File: src/rtl/qxm_pkg.sv
// Shared types, constants and codes for the quad X motor mixer.
package qxm_pkg;
  localparam int unsigned IDLE_LIMIT_DEF = 200;
  localparam logic [9:0] PM_FULL = 10'd1000;
  localparam logic [9:0] IDLE_RST = 10'd50;
  localparam logic [9:0] SLEW_RST = 10'd10;

  typedef enum logic [1:0] {
    OP_MIX   = 2'd0,
    OP_RESET = 2'd1,
    OP_PRIME = 2'd2,
    OP_NONE  = 2'd3
  } op_t;

  typedef enum logic [1:0] {
    CFG_IDLE   = 2'd0,
    CFG_MAX    = 2'd1,
    CFG_SPREAD = 2'd2,
    CFG_SLEW   = 2'd3
  } cfg_idx_t;

  // controller -> datapath
  typedef struct packed {
    logic load;      // capture input item, do throttle/ramp/mix
    logic span;      // compute span, headroom, start decision
    logic div_start; // start scale division
    logic div_step;  // one quotient bit
    logic apply;     // apply scale to motors
    logic shift;     // shift and clamp
    logic report;    // compute feedback into output regs
  } qxm_cmd_t;

  // datapath -> controller
  typedef struct packed {
    logic need_scale;
    logic div_done;
  } qxm_sts_t;
endpackage

File: src/rtl/quad_x_motor_mixer_with_slew.sv
// Top level of the quad X motor mixer with throttle slew limiting.
//
//  channel | direction | handshake          | payload
//  in_     | input     | in_valid/in_ready   | operation, throttle, trim, r/p/y
//  out_    | output    | out_valid/out_ready | four motors, throttle, feedback
//  cfg_    | input     | cfg_we              | cfg_index, cfg_data
//
// Mix: load, span, decide, shift, report; scaling: 12 1-bit divide steps, apply.
// Reset, prime and unused items are handled at load and return no result.
// Synchronous active-low reset restores register defaults and clears the ramp.
// The result sits in an output register; a new item is taken while it waits,
// and only the report step stalls until that held result is taken.
module quad_x_motor_mixer_with_slew
  import qxm_pkg::*;
#(
  parameter int unsigned IDLE_LIMIT = IDLE_LIMIT_DEF
) (
  input  logic               clk,
  input  logic               rst_n,
  input  logic               cfg_we,
  input  logic [1:0]         cfg_index,
  input  logic [9:0]         cfg_data,
  input  logic               in_valid,
  output logic               in_ready,
  input  logic [1:0]         in_operation,
  input  logic [9:0]         in_pilot_throttle,
  input  logic signed [10:0] in_altitude_trim,
  input  logic signed [15:0] in_roll_cmd,
  input  logic signed [15:0] in_pitch_cmd,
  input  logic signed [15:0] in_yaw_cmd,
  output logic               out_valid,
  input  logic               out_ready,
  output logic [13:0]        out_motor_rear_right,
  output logic [13:0]        out_motor_front_right,
  output logic [13:0]        out_motor_rear_left,
  output logic [13:0]        out_motor_front_left,
  output logic [9:0]         out_ramped_throttle,
  output logic [9:0]         out_lowest_motor,
  output logic [9:0]         out_highest_motor,
  output logic [9:0]         out_motor_spread,
  output logic [9:0]         out_attitude_scale,
  output logic               out_hit_ceiling,
  output logic               out_hit_floor,
  output logic               out_was_scaled
);
  qxm_cmd_t cmd;
  qxm_sts_t sts;

  // sequencer: one item at a time
  qxm_ctrl u_ctrl (
    .clk, .rst_n, .in_valid, .in_ready, .in_operation,
    .out_valid, .out_ready, .sts, .cmd
  );

  // arithmetic and state
  qxm_dpath #(.IDLE_LIMIT(IDLE_LIMIT)) u_dpath (
    .clk, .rst_n, .cfg_we, .cfg_index, .cfg_data, .cmd, .sts,
    .in_operation, .in_pilot_throttle, .in_altitude_trim,
    .in_roll_cmd, .in_pitch_cmd, .in_yaw_cmd,
    .out_motor_rear_right, .out_motor_front_right,
    .out_motor_rear_left, .out_motor_front_left,
    .out_ramped_throttle, .out_lowest_motor, .out_highest_motor,
    .out_motor_spread, .out_attitude_scale,
    .out_hit_ceiling, .out_hit_floor, .out_was_scaled
  );
endmodule

File: src/rtl/qxm_ctrl.sv
// Sequencer for the quad X motor mixer.
module qxm_ctrl
  import qxm_pkg::*;
(
  input  logic     clk,
  input  logic     rst_n,
  input  logic     in_valid,
  output logic     in_ready,
  input  logic [1:0] in_operation,
  output logic     out_valid,
  input  logic     out_ready,
  input  qxm_sts_t sts,
  output qxm_cmd_t cmd
);
  typedef enum logic [6:0] {
    S_IDLE  = 7'b0000001,
    S_SPAN  = 7'b0000010,
    S_DIVS  = 7'b0000100,
    S_DIV   = 7'b0001000,
    S_APPLY = 7'b0010000,
    S_SHIFT = 7'b0100000,
    S_REP   = 7'b1000000
  } state_t;

  state_t state_r, state_nxt;
  logic   ov_r, ov_nxt;
  logic   acc, mix;

  // new items are taken only in idle; a held result stalls only the report step
  assign in_ready  = (state_r == S_IDLE);
  assign acc       = in_valid && in_ready;
  assign mix       = (op_t'(in_operation) == OP_MIX);
  assign out_valid = ov_r;

  always_comb begin
    cmd = '0;
    state_nxt = state_r;
    ov_nxt = ov_r && !out_ready;
    unique case (state_r)
      S_IDLE: begin
        cmd.load = acc;
        if (acc && mix) state_nxt = S_SPAN;
      end
      S_SPAN: begin
        cmd.span = 1'b1;
        state_nxt = S_DIVS;
      end
      S_DIVS: begin
        if (sts.need_scale) begin
          cmd.div_start = 1'b1;
          state_nxt = S_DIV;
        end else begin
          state_nxt = S_SHIFT;
        end
      end
      S_DIV: begin
        cmd.div_step = 1'b1;
        if (sts.div_done) state_nxt = S_APPLY;
      end
      S_APPLY: begin
        cmd.apply = 1'b1;
        state_nxt = S_SHIFT;
      end
      S_SHIFT: begin
        cmd.shift = 1'b1;
        state_nxt = S_REP;
      end
      S_REP: begin
        if (!ov_r || out_ready) begin
          cmd.report = 1'b1;
          ov_nxt = 1'b1;
          state_nxt = S_IDLE;
        end
      end
      default: state_nxt = S_IDLE;
    endcase
  end

  always_ff @(posedge clk) begin
    if (!rst_n) begin
      state_r <= S_IDLE;
      ov_r    <= 1'b0;
    end else begin
      state_r <= state_nxt;
      ov_r    <= ov_nxt;
    end
  end
endmodule

File: src/rtl/qxm_dpath.sv
// Datapath: config regs, ramp, mixer, scale divider, shift and feedback.
module qxm_dpath
  import qxm_pkg::*;
#(
  parameter int unsigned IDLE_LIMIT = IDLE_LIMIT_DEF
) (
  input  logic               clk,
  input  logic               rst_n,
  input  logic               cfg_we,
  input  logic [1:0]         cfg_index,
  input  logic [9:0]         cfg_data,
  input  qxm_cmd_t           cmd,
  output qxm_sts_t           sts,
  input  logic [1:0]         in_operation,
  input  logic [9:0]         in_pilot_throttle,
  input  logic signed [10:0] in_altitude_trim,
  input  logic signed [15:0] in_roll_cmd,
  input  logic signed [15:0] in_pitch_cmd,
  input  logic signed [15:0] in_yaw_cmd,
  output logic [13:0]        out_motor_rear_right,
  output logic [13:0]        out_motor_front_right,
  output logic [13:0]        out_motor_rear_left,
  output logic [13:0]        out_motor_front_left,
  output logic [9:0]         out_ramped_throttle,
  output logic [9:0]         out_lowest_motor,
  output logic [9:0]         out_highest_motor,
  output logic [9:0]         out_motor_spread,
  output logic [9:0]         out_attitude_scale,
  output logic               out_hit_ceiling,
  output logic               out_hit_floor,
  output logic               out_was_scaled
);
  localparam logic [9:0] IDLE_CAP = 10'(IDLE_LIMIT);
  localparam int QW = 12; // quotient bits: scale_q12 < 4096 when scaling

  logic [9:0] idle_r, max_r, spread_r, slew_r;
  logic [9:0] ramp_r;
  logic       rvalid_r;

  // motors: max magnitude 16000 + 98304 -> 19 bits signed
  logic signed [18:0] m_r [4];
  logic signed [18:0] t16_r;
  logic signed [18:0] lo_r, hi_r;
  logic [14:0]        avail_r;
  logic [18:0]        span_r;
  logic               scaled_r, need_r;
  logic [12:0]        q_r;
  logic [31:0]        rem_r;
  logic [3:0]         cnt_r;
  logic               hit_hi_r, hit_lo_r;

  // configuration
  always_ff @(posedge clk) begin
    if (!rst_n) begin
      idle_r <= IDLE_RST; max_r <= PM_FULL; spread_r <= PM_FULL; slew_r <= SLEW_RST;
    end else if (cfg_we) begin
      unique case (cfg_idx_t'(cfg_index))
        CFG_IDLE: begin
          idle_r <= (cfg_data > IDLE_CAP) ? IDLE_CAP : cfg_data;
          if (max_r < ((cfg_data > IDLE_CAP) ? IDLE_CAP : cfg_data))
            max_r <= (cfg_data > IDLE_CAP) ? IDLE_CAP : cfg_data;
        end
        CFG_MAX:
          max_r <= (cfg_data > PM_FULL) ? ((PM_FULL < idle_r) ? idle_r : PM_FULL)
                 : ((cfg_data < idle_r) ? idle_r : cfg_data);
        CFG_SPREAD: spread_r <= (cfg_data > PM_FULL) ? PM_FULL : cfg_data;
        CFG_SLEW:   slew_r <= cfg_data;
        default: ;
      endcase
    end
  end

  // throttle clamp and slew
  logic signed [11:0] sum;
  logic [9:0]  thr, thr0, prime_v, ramp_nxt, dstep;
  logic        rvalid_nxt;
  always_comb begin
    sum  = $signed({2'b00, in_pilot_throttle}) + 12'(in_altitude_trim);
    thr0 = (sum < 0) ? 10'd0 : (sum > $signed({2'b00, PM_FULL})) ? PM_FULL : sum[9:0];
    thr  = (thr0 < idle_r) ? idle_r : (thr0 > max_r) ? max_r : thr0;
    prime_v = (in_pilot_throttle < idle_r) ? idle_r
            : (in_pilot_throttle > max_r) ? max_r : in_pilot_throttle;
    dstep = thr - ramp_r;
    if (dstep > slew_r) dstep = slew_r;
    ramp_nxt = ramp_r;
    rvalid_nxt = rvalid_r;
    unique case (op_t'(in_operation))
      OP_RESET: begin ramp_nxt = '0; rvalid_nxt = 1'b0; end
      OP_PRIME: begin ramp_nxt = prime_v; rvalid_nxt = 1'b1; end
      OP_MIX: begin
        rvalid_nxt = 1'b1;
        if (!rvalid_r || thr <= ramp_r) ramp_nxt = thr;
        else ramp_nxt = ramp_r + dstep;
      end
      default: ;
    endcase
  end

  always_ff @(posedge clk) begin
    if (!rst_n) begin
      ramp_r <= '0; rvalid_r <= 1'b0;
    end else if (cmd.load) begin
      ramp_r <= ramp_nxt; rvalid_r <= rvalid_nxt;
    end
  end

  // mixing, using the updated ramp value
  logic signed [18:0] t16n, r, p, y;
  assign t16n = 19'({ramp_nxt, 4'b0000});
  assign r = 19'(in_roll_cmd);
  assign p = 19'(in_pitch_cmd);
  assign y = 19'(in_yaw_cmd);

  // span helpers
  logic signed [18:0] mn, mx, mn01, mn23, mx01, mx23;
  always_comb begin
    mn01 = (m_r[0] < m_r[1]) ? m_r[0] : m_r[1];
    mn23 = (m_r[2] < m_r[3]) ? m_r[2] : m_r[3];
    mx01 = (m_r[0] > m_r[1]) ? m_r[0] : m_r[1];
    mx23 = (m_r[2] > m_r[3]) ? m_r[2] : m_r[3];
    mn = (mn01 < mn23) ? mn01 : mn23;
    mx = (mx01 > mx23) ? mx01 : mx23;
  end

  logic [14:0] av_lvl, av_spr, av;
  logic [18:0] spn;
  assign av_lvl = 15'({max_r - idle_r, 4'b0000});
  assign av_spr = 15'({spread_r, 4'b0000});
  assign av     = (av_spr < av_lvl) ? av_spr : av_lvl;
  assign spn    = 19'(mx - mn);

  // restoring divider: (avail << 12) / span, one bit per step
  logic [31:0] rem_sh, trial;
  assign rem_sh = {rem_r[30:0], 1'b0};
  assign trial  = rem_sh - 32'(span_r);

  // apply: round(|d| * q / 4096) half away
  logic signed [18:0] d_a [4];
  logic [17:0]        mag [4];
  logic [30:0]        prod [4];
  logic signed [18:0] qv [4];
  // shift
  logic signed [19:0] idle16, max16, off, lo_s, hi_s;
  logic               satl, sath;
  logic signed [19:0] mo [4];
  always_comb begin
    for (int i = 0; i < 4; i++) begin
      d_a[i]  = m_r[i] - t16_r;
      mag[i]  = d_a[i][18] ? 18'(-d_a[i]) : 18'(d_a[i]);
      prod[i] = 31'(mag[i]) * 31'(q_r) + 31'd2048;
      qv[i]   = 19'(prod[i][30:12]);
    end
    idle16 = 20'({idle_r, 4'b0000});
    max16  = 20'({max_r, 4'b0000});
    lo_s = 20'(mn); hi_s = 20'(mx);
    off = '0; satl = 1'b0; sath = 1'b0;
    if (lo_s < idle16) begin satl = 1'b1; off = idle16 - lo_s; end
    if (hi_s + off > max16) begin sath = 1'b1; off = max16 - hi_s; end
    for (int i = 0; i < 4; i++) begin
      mo[i] = 20'(m_r[i]) + off;
      if (mo[i] < idle16) mo[i] = idle16;
      if (mo[i] > max16) mo[i] = max16;
    end
  end

  // feedback
  logic [9:0]  lo_pm, hi_pm;
  logic [22:0] spm;
  assign lo_pm = 10'(mn >>> 4);
  assign hi_pm = 10'(mx >>> 4);
  assign spm   = 23'(q_r) * 23'(PM_FULL);

  always_ff @(posedge clk) begin
    if (cmd.load) begin
      t16_r   <= t16n;
      m_r[0]  <= t16n - r + p - y;
      m_r[1]  <= t16n - r - p + y;
      m_r[2]  <= t16n + r + p + y;
      m_r[3]  <= t16n + r - p - y;
      q_r     <= 13'd4096;
      scaled_r <= 1'b0;
    end
    if (cmd.span) begin
      avail_r <= av;
      span_r  <= spn;
      need_r  <= (spn > 19'(av)) && (spn > 19'd1);
    end
    if (cmd.div_start) begin
      rem_r    <= 32'(avail_r);
      q_r      <= '0;
      cnt_r    <= 4'(QW);
      scaled_r <= 1'b1;
    end
    if (cmd.div_step) begin
      // dividend avail*4096: shift in zeros after the avail bits
      if (rem_sh >= 32'(span_r)) begin
        rem_r <= trial; q_r <= {q_r[11:0], 1'b1};
      end else begin
        rem_r <= rem_sh; q_r <= {q_r[11:0], 1'b0};
      end
      cnt_r <= cnt_r - 4'd1;
    end
    if (cmd.apply) begin
      for (int i = 0; i < 4; i++)
        m_r[i] <= d_a[i][18] ? t16_r - qv[i] : t16_r + qv[i];
    end
    if (cmd.shift) begin
      for (int i = 0; i < 4; i++) m_r[i] <= 19'(mo[i]);
      hit_hi_r <= sath;
      hit_lo_r <= satl;
    end
    if (cmd.report) begin
      out_motor_rear_right  <= 14'(m_r[0]);
      out_motor_front_right <= 14'(m_r[1]);
      out_motor_rear_left   <= 14'(m_r[2]);
      out_motor_front_left  <= 14'(m_r[3]);
      out_ramped_throttle   <= ramp_r;
      out_lowest_motor      <= lo_pm;
      out_highest_motor     <= hi_pm;
      out_motor_spread      <= hi_pm - lo_pm;
      out_attitude_scale    <= spm[21:12];
      out_hit_ceiling       <= hit_hi_r || (hi_pm >= max_r);
      out_hit_floor         <= hit_lo_r || (lo_pm <= idle_r);
      out_was_scaled        <= scaled_r;
    end
  end

  // rem starts at avail < span, so the integer bit is zero; each of the 12
  // steps brings in one fraction bit => floor(avail*4096/span).
  assign sts.need_scale = need_r;
  assign sts.div_done   = (cnt_r == 4'd1);
endmodule

File: config.mk
export PLATFORM = sky130hd
export DESIGN_NAME = quad_x_motor_mixer_with_slew
export DESIGN_NICKNAME = d
export VERILOG_FILES = /design/src/rtl/qxm_pkg.sv /design/src/rtl/quad_x_motor_mixer_with_slew.sv /design/src/rtl/qxm_ctrl.sv /design/src/rtl/qxm_dpath.sv
export SDC_FILE = /design/constraint.sdc
export NUM_CORES = 2
export LEC_CHECK = 0
export BUFFER_PORTS_ARGS = -buffer_cell sky130_fd_sc_hd__buf_2
export CELL_PAD_IN_SITES_DETAIL_PLACEMENT = 2
export CELL_PAD_IN_SITES_GLOBAL_PLACEMENT = 2
export CORE_MARGIN = 1
export CORE_UTILIZATION = 44
export CTS_CLUSTER_SIZE = 25
export DETAILED_ROUTE_END_ITERATION = 12
export PLACE_DENSITY = 0.95
export SKIP_LAST_GASP = 1
export SLEW_MARGIN = 15
export SYNTH_ARGS = -nofsm -noshare
export SYNTH_HDL_FRONTEND = slang
export SYNTH_SLANG_ARGS = --single-unit
File: constraint.sdc
create_clock -name clk -period 54.8 [get_ports clk]
set_input_delay 2.74 -clock clk [delete_from_list [all_inputs] [get_ports clk]]
set_output_delay 2.74 -clock clk [all_outputs]
set_load 0.01 [all_outputs]
==> flow_metrics.tcl <==
set metrics [dict create \
    status "finished clean" \
    nets 11300 \
    gp_congestion 1.04 \
    finClkSkew_ns 0.0585 \
    worstHoldStart "u_dpath.slew_r[7]" \
    dr.first_iter.drc_count 7294 \
    ys_types 106 \
    synthCells 9154 \
    cts_max_level 2 \
    slowest_delay_ns 0.96 \
    reg2reg_slack_ns 32.60 \
    critPathSlowestCell "a211oi_2" \
    min_path_cells 2 \
    path_max_fanout 37 \
    pin_count 199 \
    detail-route-antenna-nets 0 \
    dr.pass1.iters 6 \
    finalSetupTns_ns 0 \
    async_flop_share_pct 0 \
    reg2regPathDepth 75 \
    cp.arrival_ns 22.71 \
    yosysMostFrequentCell "inv_1" \
    clockRootBuffer "clkbuf_16" \
    ys_seq_area_share_pct 12.2 \
    wl_per_cell_um 36.8 \
    grt_max_degree 61 \
    rows 153 \
    grt_overflow_total 0 \
    dp_hpwl_mm 331 \
    core_area_mm2 0.174 \
    worst_setup_path_start_kind "register" \
    crit_buf_inv 6 \
    synth_area_per_cell_um2 8.44 \
    synthToLayoutAreaGrowth_pct 8.03 \
    viasPerCell 6.70 \
    cts_hold_buf 0 \
    hold_path_class "register to register" \
    start_util_pct 44.4 \
    final_util_pct 47.9 \
    synth-main-ff-cell "edfxtp_1" \
    min_period_ns 22.20 \
    die_area_mm2 0.177 \
    clk_pin_slew_ns 0.06 \
    port_buffers 198 \
    ys_top_cells_by_count "inv_1 (1287), ha_1 (1168), nand2_1 (1022)" \
    cts_buffer_depth 3 \
    grt_setup_unrepaired "no" \
    relSlewSlack_pct 14.9 \
    min_period_over_period_pct 40.5 \
    cts_resized 0 \
    ys_ff_latch 335 \
    multi_input_area_mm2 0.0618 \
    r2r_end "u_dpath.m_r[0][3]" \
    fmax_ghz 0.0450 \
    grt_pass1_vias 89100 \
    vias 78300 \
    die_w_um 421 \
    required_ns 55.31 \
    drc 0 \
    slew_viol_final 0 \
    synth_top_cell_by_area "fa_1" \
    yosysTopAreaCellShare_pct 20.1 \
    setup_viol 0 \
    seqCellArea_mm2 0.00946 \
    cts_tree "done" \
    crit_top_cell "a21oi_1" \
    tritoncts.num_buffers 49 \
    syn_area_mm2 0.0772 \
    endpoint_kind "register" \
    holdPathEnd "u_dpath.slew_r[7]" \
    grt_pass1_wl_mm 619 \
    grt_antenna_before_repair 45 \
    cap_viol_max_count 0 \
    tightest_slew_ns 1.26 \
    r2r-start "u_dpath.m_r[0][0]" \
    hold_viol 0 \
    track_usage_pct 47.5 \
    crit_type "register to register" \
    wl_mm 430 \
    n_fill_cell 19000 \
    synth-edff-count 275 \
    ys_warn_count 0 \
    clock_sinks 335 \
    synth.area.top_cells "fa_1 (20%), ha_1 (19%), edfxtp_1 (11%), inv_1 (6.3%), nand2_1 (5.0%)" \
    crit_family "compound AO/OA/AOI/OAI gates" \
    drive_above_1_share_pct 6.90 \
    clock_latency_ns 0.70 \
    post_cts_buffers 0 \
    die_h_um 421 \
]
==> flip-flops by register name, summed over array words and instances, names as in the netlist, 13 cells and up <==
register	count
u_dpath.out_motor_front_right	14
u_dpath.out_motor_front_left	14
u_dpath.out_motor_rear_left	14
u_dpath.m_r	76
u_dpath.q_r	13
u_dpath.span_r	19
u_dpath.out_motor_rear_right	14
u_dpath.rem_r	31
==> kinds of logic after synthesis <==
| kind of cell | after synthesis | share of synthesized area, % |
|---|---|---|
| flops | 335 | 12.2 |
| simple gates | 2630 | 16.2 |
| buf+inv | 1630 | 7.96 |
| fa+ha+maj | 1942 | 39.0 |
| mux | 221 | 2.97 |
| xor+xnor | 563 | 6.39 |
| other cells | 1 | 0.00486 |
| compound gates | 1832 | 15.2 |
==> routing by layer <==
layer  vias up  part of all wire, %  global-route usage (%)
met5         -                0.062                       0
met3      2547                  9.6                    14.4
met4        40                   10                    41.0
met2      5052                   46                    76.3
met1     39500                   34                    51.0
li1      31100                    -                       -
==> metrics by stage <==
step | hold WS (ns) | cell area (um^2) | cells | setup WS (ns)
floorplan | 0.408 | 77200 | 9155 | 36.57
global placement | 0.446 | 81700 | 11600 | 34.43
detailed placement | 0.468 | 81700 | 11600 | 33.45
CTS | 0.498 | 83400 | 11700 | 33.20
global route | 0.526 | 83400 | 11700 | 31.38
finish | 0.506 | 83400 | 11700 | 32.60
==> cells in the final DEF, fill, tap and decap left out, drive strengths merged, types with 61 or more instances in the layout <==
master	count
a21oi	570
nand3	112
nor3	133
a211oi	67
nand2	1022
o21a	87
fa	774
a21o	192
nor2b	100
o21ai	363
mux2i	160
and2	330
mux2	61
o21bai	104
nor2	513
edfxtp	275
nand4	74
xnor2	387
ha	1168
buf	431
inv	1292
xor2	176
nand2b	100
clkbuf	64
==> how the worst max path moves through the flow <==
stage | start | endpoint | slack (ns) | cells after the start
4_1_cts | u_dpath.m_r[0][0] | u_dpath.m_r[0][3] | 33.20 | 83
5_1_grt | u_dpath.m_r[0][0] | u_dpath.m_r[0][2] | 31.38 | 80
3_3_place_gp | u_dpath.m_r[0][0] | u_dpath.m_r[0][3] | 34.43 | 85
6_report | u_dpath.m_r[0][0] | u_dpath.m_r[0][3] | 32.60 | 75
2_1_floorplan | u_dpath.m_r[3][1] | u_dpath.m_r[2][8] | 36.57 | 87
3_5_place_dp | u_dpath.m_r[0][0] | u_dpath.m_r[0][3] | 33.45 | 84
==> worst reg2reg max path: cells and delay by family, from the launching register on <==
| kind | cells | cell delay (ns) |
|---|---|---|
| multiplexers | 2 | 0.94 |
| buffers and inverters | 6 | 1.73 |
| XOR/XNOR | 3 | 0.50 |
| AND/OR/NAND/NOR | 17 | 3.48 |
| adder cells (fa/ha/maj) | 8 | 3.10 |
| flip-flops | 1 | 0.86 |
| AO/OA/AOI/OAI | 39 | 11.37 |
==> area by class of cell <==
class | count | share of cell area (%)
inverter | 1291 | 5.81
sequential | 335 | 11.3
timing repair buffer | 431 | 3.28
tap | 2325 | 3.49
multi-input combinational | 7190 | 74.0
clock inverter | 28 | 0.415
antenna | 23 | 0.0690
clock buffer | 64 | 1.56
Power is not shown: default switching activity piles up to over one toggle a cycle in this logic, so the estimate is an artifact.
